**config.mk**
```make
export PLATFORM = sky130hd
export DESIGN_NAME = pga_core
export DESIGN_NICKNAME = d
export VERILOG_FILES = /design/src/rtl/pga_pkg.sv /design/src/rtl/pga_core.sv
export SDC_FILE = /design/constraint.sdc
export NUM_CORES = 1
export LEC_CHECK = 0
export BUFFER_PORTS_ARGS = -buffer_cell sky130_fd_sc_hd__buf_2
export CAP_MARGIN = 20
export CORE_MARGIN = 5
export CORE_UTILIZATION = 50
export DETAILED_ROUTE_END_ITERATION = 10
export GPL_TIMING_DRIVEN = 1
export PLACE_DENSITY_LB_ADDON = 0.12
export SKIP_LAST_GASP = 1
export SYNTH_ARGS = -nofsm -noshare
export SYNTH_HDL_FRONTEND = slang
export SYNTH_SLANG_ARGS = --single-unit
```
**constraint.sdc**
```tcl
create_clock -name clk -period 3.7 [get_ports clk]
set_input_delay 0.555 -clock clk [delete_from_list [all_inputs] [get_ports clk]]
set_output_delay 0.555 -clock clk [all_outputs]
set_load 0.02 [all_outputs]
```
**src/rtl/pga_pkg.sv**
```systemverilog
package pga_pkg;

  localparam int PAGE_CAPACITY = 32768;
  localparam int COUNT_BITS    = 16;

  localparam int PAGE_W    = 20;
  localparam int REF_W     = 16;
  localparam int STATUS_W  = 3;
  localparam int OP_W      = 2;
  localparam int CFG_IDX_W = 2;
  localparam int SLOT_W    = (PAGE_CAPACITY > 1) ? $clog2(PAGE_CAPACITY) : 1;
  localparam int TOP_W     = $clog2(PAGE_CAPACITY + 1);

  localparam logic [PAGE_W:0]     CAP_X     = (PAGE_W + 1)'(PAGE_CAPACITY);
  localparam logic [TOP_W-1:0]    TOP_FULL  = TOP_W'(PAGE_CAPACITY);
  localparam logic [SLOT_W-1:0]   SLOT_LAST = SLOT_W'(PAGE_CAPACITY - 1);
  localparam logic [COUNT_BITS-1:0] COUNT_MAX = '1;

  localparam logic [PAGE_W-1:0] FIRST_PAGE_RST = PAGE_W'(524288);
  localparam logic [PAGE_W-1:0] LAST_PAGE_RST  = PAGE_W'(557056);

  typedef enum logic [CFG_IDX_W-1:0] {
    REG_FIRST_PAGE = 2'd0,
    REG_LAST_PAGE  = 2'd1
  } reg_idx_e;

  typedef enum logic [OP_W-1:0] {
    OP_ALLOC = 2'd0,
    OP_FREE  = 2'd1,
    OP_ADD   = 2'd2,
    OP_READ  = 2'd3
  } op_e;

  typedef enum logic [STATUS_W-1:0] {
    ST_OK     = 3'd0,
    ST_EMPTY  = 3'd1,
    ST_RANGE  = 3'd2,
    ST_SHARED = 3'd3,
    ST_FULL   = 3'd4
  } status_e;

  typedef struct packed {
    op_e               op;
    logic [PAGE_W-1:0] page_number;
  } in_item_t;

  typedef struct packed {
    status_e           status;
    logic [PAGE_W-1:0] page_out;
    logic [REF_W-1:0]  ref_count;
  } out_item_t;

  // memory request from the sequencer: one write and one read address per cycle
  typedef struct packed {
    logic                  we;
    logic [SLOT_W-1:0]     waddr;
    logic [COUNT_BITS-1:0] wdata;
    logic [SLOT_W-1:0]     raddr;
  } cnt_req_t;

  typedef struct packed {
    logic              we;
    logic [SLOT_W-1:0] waddr;
    logic [PAGE_W-1:0] wdata;
    logic [SLOT_W-1:0] raddr;
  } stk_req_t;

  // first <= page < last and page - first below capacity
  function automatic logic page_in_range(input logic [PAGE_W-1:0] page,
                                         input logic [PAGE_W-1:0] first,
                                         input logic [PAGE_W-1:0] last);
    logic [PAGE_W-1:0] off;
    off = page - first;
    return (page >= first) && (page < last) && ({1'b0, off} < CAP_X);
  endfunction

  function automatic logic [SLOT_W-1:0] page_slot(input logic [PAGE_W-1:0] page,
                                                  input logic [PAGE_W-1:0] first);
    logic [PAGE_W-1:0] off;
    off = page - first;
    return off[SLOT_W-1:0];
  endfunction

  function automatic logic [REF_W-1:0] to_ref(input logic [COUNT_BITS-1:0] c);
    logic [COUNT_BITS+REF_W-1:0] t;
    t = {{REF_W{1'b0}}, c};
    return t[REF_W-1:0];
  endfunction

endpackage

```
**src/rtl/pga_core.sv**
```systemverilog
module pga_core
  import pga_pkg::*;
(
  input  logic                  clk,
  input  logic                  rst_n,
  input  logic                  start,
  output logic                  busy,
  input  in_item_t              in_item,
  input  logic [PAGE_W-1:0]     first_page,
  input  logic [PAGE_W-1:0]     last_page,
  output cnt_req_t              cnt_req,
  input  logic [COUNT_BITS-1:0] cnt_rdata,
  output stk_req_t              stk_req,
  input  logic [PAGE_W-1:0]     stk_rdata,
  output logic                  out_valid,
  output out_item_t             out_item
);

  typedef enum logic [1:0] {
    S_CLEAR,
    S_IDLE,
    S_EXEC
  } state_t;

  state_t            state_r, state_nxt;
  logic [SLOT_W-1:0] clr_r, clr_nxt;
  logic [TOP_W-1:0]  top_r, top_nxt;
  op_e               op_r;
  logic [PAGE_W-1:0] page_r;
  logic              ok_r;
  logic [SLOT_W-1:0] slot_r;
  logic              out_valid_r, out_valid_nxt;
  out_item_t         out_r, out_nxt;

  logic                  accept;
  logic [TOP_W-1:0]      top_dec;
  logic                  pop_ok;
  logic [COUNT_BITS-1:0] c_dec, c_inc;

  assign accept  = (state_r == S_IDLE) && start;
  assign busy    = (state_r != S_IDLE);
  assign top_dec = top_r - TOP_W'(1);
  assign pop_ok  = page_in_range(stk_rdata, first_page, last_page);
  assign c_dec   = (cnt_rdata != '0) ? cnt_rdata - COUNT_BITS'(1) : '0;
  assign c_inc   = (cnt_rdata != COUNT_MAX) ? cnt_rdata + COUNT_BITS'(1) : cnt_rdata;

  always_comb begin
    state_nxt     = state_r;
    clr_nxt       = clr_r;
    top_nxt       = top_r;
    out_valid_nxt = 1'b0;
    out_nxt       = out_r;

    cnt_req.we    = 1'b0;
    cnt_req.waddr = slot_r;
    cnt_req.wdata = '0;
    cnt_req.raddr = page_slot(in_item.page_number, first_page);
    stk_req.we    = 1'b0;
    stk_req.waddr = top_r[SLOT_W-1:0];
    stk_req.wdata = page_r;
    stk_req.raddr = top_dec[SLOT_W-1:0];

    case (state_r)
      S_CLEAR: begin
        cnt_req.we    = 1'b1;
        cnt_req.waddr = clr_r;
        clr_nxt       = clr_r + SLOT_W'(1);
        if (clr_r == SLOT_LAST) begin
          state_nxt = S_IDLE;
        end
      end
      S_IDLE: begin
        if (start) begin
          state_nxt = S_EXEC;
        end
      end
      S_EXEC: begin
        state_nxt          = S_IDLE;
        out_valid_nxt      = 1'b1;
        out_nxt.status     = ST_OK;
        out_nxt.page_out   = '0;
        out_nxt.ref_count  = '0;
        if (op_r == OP_ALLOC) begin
          if (top_r == '0) begin
            out_nxt.status = ST_EMPTY;
          end else begin
            top_nxt          = top_dec;
            out_nxt.page_out = stk_rdata;
            // stale page after a range change: hand it out, leave counts alone
            if (pop_ok) begin
              cnt_req.we        = 1'b1;
              cnt_req.waddr     = page_slot(stk_rdata, first_page);
              cnt_req.wdata     = COUNT_BITS'(1);
              out_nxt.ref_count = to_ref(COUNT_BITS'(1));
            end
          end
        end else if (!ok_r) begin
          out_nxt.status = ST_RANGE;
        end else begin
          case (op_r)
            OP_FREE: begin
              cnt_req.we    = 1'b1;
              cnt_req.wdata = c_dec;
              if (c_dec != '0) begin
                out_nxt.status    = ST_SHARED;
                out_nxt.ref_count = to_ref(c_dec);
              end else if (top_r == TOP_FULL) begin
                out_nxt.status = ST_FULL;
              end else begin
                stk_req.we = 1'b1;
                top_nxt    = top_r + TOP_W'(1);
              end
            end
            OP_ADD: begin
              cnt_req.we        = 1'b1;
              cnt_req.wdata     = c_inc;
              out_nxt.ref_count = to_ref(c_inc);
            end
            default: begin
              out_nxt.ref_count = to_ref(cnt_rdata);
            end
          endcase
        end
      end
      default: begin
        state_nxt = S_IDLE;
      end
    endcase
  end

  always_ff @(posedge clk) begin
    if (!rst_n) begin
      state_r     <= S_CLEAR;
      clr_r       <= '0;
      top_r       <= '0;
      out_valid_r <= 1'b0;
    end else begin
      state_r     <= state_nxt;
      clr_r       <= clr_nxt;
      top_r       <= top_nxt;
      out_valid_r <= out_valid_nxt;
    end
    out_r <= out_nxt;
    if (accept) begin
      op_r   <= in_item.op;
      page_r <= in_item.page_number;
      ok_r   <= page_in_range(in_item.page_number, first_page, last_page);
      slot_r <= page_slot(in_item.page_number, first_page);
    end
  end

  assign out_valid = out_valid_r;
  assign out_item  = out_r;

endmodule

```
Yosys cells after proc, flatten, opt, wreduce, memory -nomap -nowiden

Cells that the tools add are included.

Memory bits (read-only): 0
Memory bits (writable): 0
Register bits: 111
Latch bits: 0
Logic and storage cells: 95
Output and inout port bits: 139
Memories: 0
Input bits: 101

Mux-type cells: 41
Shifts and indexed selects: 0
Bitwise logic cells: 1
Reductions and logical operators: 16
$lt $le $gt $ge: 6
Multipliers: 0
Div/mod/pow operators: 0
Add/sub/neg operators: 7
Equal/unequal tests: 13

Operators with widths:

| operator              | number |
|---|---|
| $mux 16               | 14 |
| $pmux 16 s2           | 3 |
| $mux 32               | 2 |
| $ge 20x20->1          | 2 |
| $lt 20x16->1 const B  | 2 |
| $lt 20x20->1          | 2 |
| $sub 20x20->20        | 2 |
| $add 16x1->16 const B | 2 |
| $reduce_bool 16->1    | 2 |
| $sub 16x1->16 const B | 2 |
| $eq 16x16->1 const B  | 1 |
| $logic_not 16->1      | 1 |
| $ne 16x16->1 const B  | 1 |
| $add 15x1->15 const B | 1 |
| $eq 15x15->1 const B  | 1 |
| $mux 15               | 1 |
| $mux 3                | 5 |
| $mux 1                | 13 |
| $ne 2x2->1 const B    | 5 |
| $reduce_and 6->1      | 1 |
| $logic_and 1x1->1     | 5 |
| $eq 2x1->1 const B    | 2 |
| $eq 2x2->1 const B    | 2 |
| $logic_not 2->1       | 2 |
| other kinds (7)       | 10 |

Logic depth before layout (Yosys ltp)

Depth in word-level cells: 8
Gate-level depth with buffers: 13
Mapped depth without buffers: 12

Worst setup path before layout

No wires, ideal clock.

Kind: input port to output port
From: in stk_rdata[0]
To: out cnt_req[31] (netlist name)
Stages on the path: 13
Required time: 3.145 ns
Data arrival time: 3.641 ns
Buffers on the path: 1
Path slack: -0.496 ns
Cell sequence: inv_1 ha_1 inv_1 fa_1 a21o_1 a31oi_1 o211ai_1 a21boi_1 o311ai_0 or3_1 o32a_1 buf_2 a221oi_1

RTL lines:

| what               | RTL line       | RTL |
|---|---|---|
| start: declaration | pga_core.sv:14 | `input logic [PAGE_W-1:0] stk_rdata,` |
| end: declaration   | pga_core.sv:11 | `output cnt_req_t cnt_req,` |

==> results_dict.tcl <==
set metrics [dict create \
    pin_count 240 \
    clkTransAtPathRegs_ns 0.08 \
    cts.path.max_buffers 2 \
    synth_common_cells "nor2_1, ha_1, nand2_1, edfxtp_1, inv_1" \
    drt_iter0_markers 560 \
    fin_nets 1654 \
    fp.dieW_um 148.5 \
    grt_pass1_wl_mm 48.65 \
    worst_slack_ns -0.3952 \
    slew_violations 0 \
    clock_latency_ns 0.37 \
    wl_mm 30.88 \
    syn_to_final_growth_pct 31.69 \
    io_buffers 239 \
    dieArea_um2 22050 \
    cts_sinks 111 \
    cpPeakStageDelay_ns 0.40 \
    syn_nets 1313 \
    synth_enable_flop_cells 77 \
    top_layer "met4" \
    finalCriticalPeriod_ns 4.095 \
    skew_ns 0.01144 \
    vias 9674 \
    synthTopCellsByArea "edfxtp_1, ha_1, dfxtp_1, nor2_1, a21oi_1" \
    drv_cap 0 \
    antenna_found_initial 0 \
    ys_ff_latch 111 \
    worstPathCellList "buf_12 -> inv_12 -> ha_4 -> inv_2 -> fa_2 -> a21o_1 -> a31oi_4 -> o211ai_1 -> a21boi_1 -> o311ai_2 -> or3_1 -> o32a_4 -> buf_12 -> a221o_1 -> buf_4" \
    grt_pass1_vias 9616 \
    grt_overflow 0 \
    cts_tree "done" \
    clock.fmax_ghz 0.2442 \
    hold_path.class "in2reg" \
    crit_required_ns 3.14 \
    cp.arrival_ns 3.54 \
    cpMaxStageDelayCell "or3_1" \
    async_flop_share_pct 0 \
    cpMostUsedCell "buf_12" \
    hold_violations 0 \
    final_antenna_net_count 0 \
    die-height_um 148.5 \
    synth_area_um2 9590 \
    avgSynthCellArea_um2 8.532 \
    ir_drop_mv 0.2332 \
    route.met2.wl_mm 15.32 \
    ys.flop_type "edfxtp_1" \
    cts_hold_buffers 0 \
    cp_max_fo 7 \
    drive_above_1_share_pct 31.29 \
    crit_type "in2out" \
    fin_tns_setup_ns -5.115 \
    coreArea_um2 18770 \
    startpoint_type "input port" \
    globalplace.congestion 0.9170 \
    holdWs_ns 0.3772 \
    ys_seq_area_share_pct 31.21 \
    dp_hpwl_mm 24.18 \
    initial_core_util_pct 51.10 \
    power_density_nw_per_um2 273.1 \
    p_leak_nw 5.684 \
    grt_max_degree 41 \
    yosys.area.top_type "edfxtp_1" \
    dp_slack_ns -0.4914 \
    numCtsBuffers 9 \
    max_slew.worst_pin.slew_ns 0.7591 \
    synth_cell_types 83 \
    final_cells 1704 \
    place_area_um2 12060 \
    synth.top_cell.area_share_pct 24.11 \
    wirelength_met1_mm 13.07 \
    endpoint_kind "output pin" \
    dp_cells 1683 \
    drt_first_pass_iters 5 \
    track_usage_pct 27.28 \
    outcome "finished, violations left" \
    setup_viol 17 \
    fin_area_um2 12630 \
    postSynthCellCount 1124 \
    rsz0062_at_grt "true" \
    root_buffer "clkbuf_16" \
    violations "setup timing" \
    maxSlewHeadroom_pct 49.34 \
    wl_per_cell_um 18.12 \
    htreeDepth 3 \
    drc 0 \
    n_antenna_cell 0 \
    ys_warn_count 0 \
    wl_met3_mm 1.890 \
    synth.most_common_cell "nor2_1" \
    fin_crit_sh_pct 110.7 \
    viasPerCell 5.677 \
    rows 50 \
]
registers in the layout, indices dropped and copies added, names as in the netlist:
name	count
out_item	39
slot_r	15
ok_r	1
page_r	20
top_r	16
out_valid	1
state_r	2
op_r	2
clr_r	15
final timing paths:
path / start / to / slack (ns) / depth (start not counted)
setup / recovery: stk_rdata[0] / cnt_req[40] / -0.40 / 15
hold / removal: in_item[20] / op_r[0] / 0.38 / 1
setup reg to reg: top_r[0] / top_r[6] / 0.70 / 11
hold reg to reg: top_r[15] / top_r[15] / 0.51 / 2
routing by layer:
| layer | up-vias | track usage, % |
|---|---|---|
| met2 | 295 | 47.74 |
| met3 | 44 | 4.509 |
| li1 | 4804 | - |
| met4 | 0 | 8.730 |
| met1 | 4531 | 34.33 |
| met5 | - | 0 |
final cells by class:
type | instances | area (um^2)
inverter | 74 | 290.3
sequential | 111 | 2993
fill | 1613 | 6138
clock buffer | 11 | 264.0
timing repair buffer | 396 | 2564
multi-input combinational | 873 | 6181
tap | 234 | 292.8
clock inverter | 5 | 45.04
cell families after synthesis:
group	share of synthesized area, %
AO/OA/AOI/OAI	19.71
XOR/XNOR	6.119
adder cells (fa/ha/maj)	11.64
buffers and inverters	6.301
flip-flops	31.21
multiplexers	1.292
AND/OR/NAND/NOR	23.73
cells in the final DEF (no fill, tap or decap), types with 11 or more instances in the layout:
cell type  synthesis  layout
o21ai_0           39      37
buf_4             15     151
xnor2_1           31      31
edfxtp_1          77      77
buf_6              2      17
and2_1            32      32
xor2_1            36      36
a211oi_1          23      23
nor3_1            38      38
nand3_1           34      34
nor2b_1           17      17
a221o_1           14      14
nand4_1           18      18
ha_1              86      84
a21o_1            15      15
buf_2              5     222
nand2b_1          22      22
or3_1             11      11
dfxtp_1           34      34
nor2_1           114     114
nor4_1            15      15
nand2_1           85      85
inv_1             73      71
a21oi_1           69      66
and3_1            12      11
stage by stage:
stage | total power [mW] | util (%)
2_1_floorplan | 1.968 | -
3_3_place_gp | 2.371 | 64.25
3_5_place_dp | 2.383 | 64.25
4_1_cts | 3.448 | 66.87
5_1_grt | 3.620 | 67.29
6_report | 3.449 | 67.29
worst max-delay path: cells and delay by family:
kind	cells	cell delay, ns
adders and majority gates	2	0.44
AOI/OAI and AO/OA	7	1.62
and+or+nand+nor	1	0.40
buffers and inverters	5	0.52
repair_timing:
action,in CTS,in global routing
setup endpoints to repair,17,19
gates resized for setup,42,12
pin swaps,23,10
gates cloned,1,0
setup buffers,7,1
power breakdown:
part	switching (mW)	internal, mW	leakage, nW
registers	0.00499	1.33	0.985
logic	0.590	0.466	4.55
clock network	0.526	0.531	0.152
total	1.12	2.33	5.68
Power figures use the tool's default switching activity.
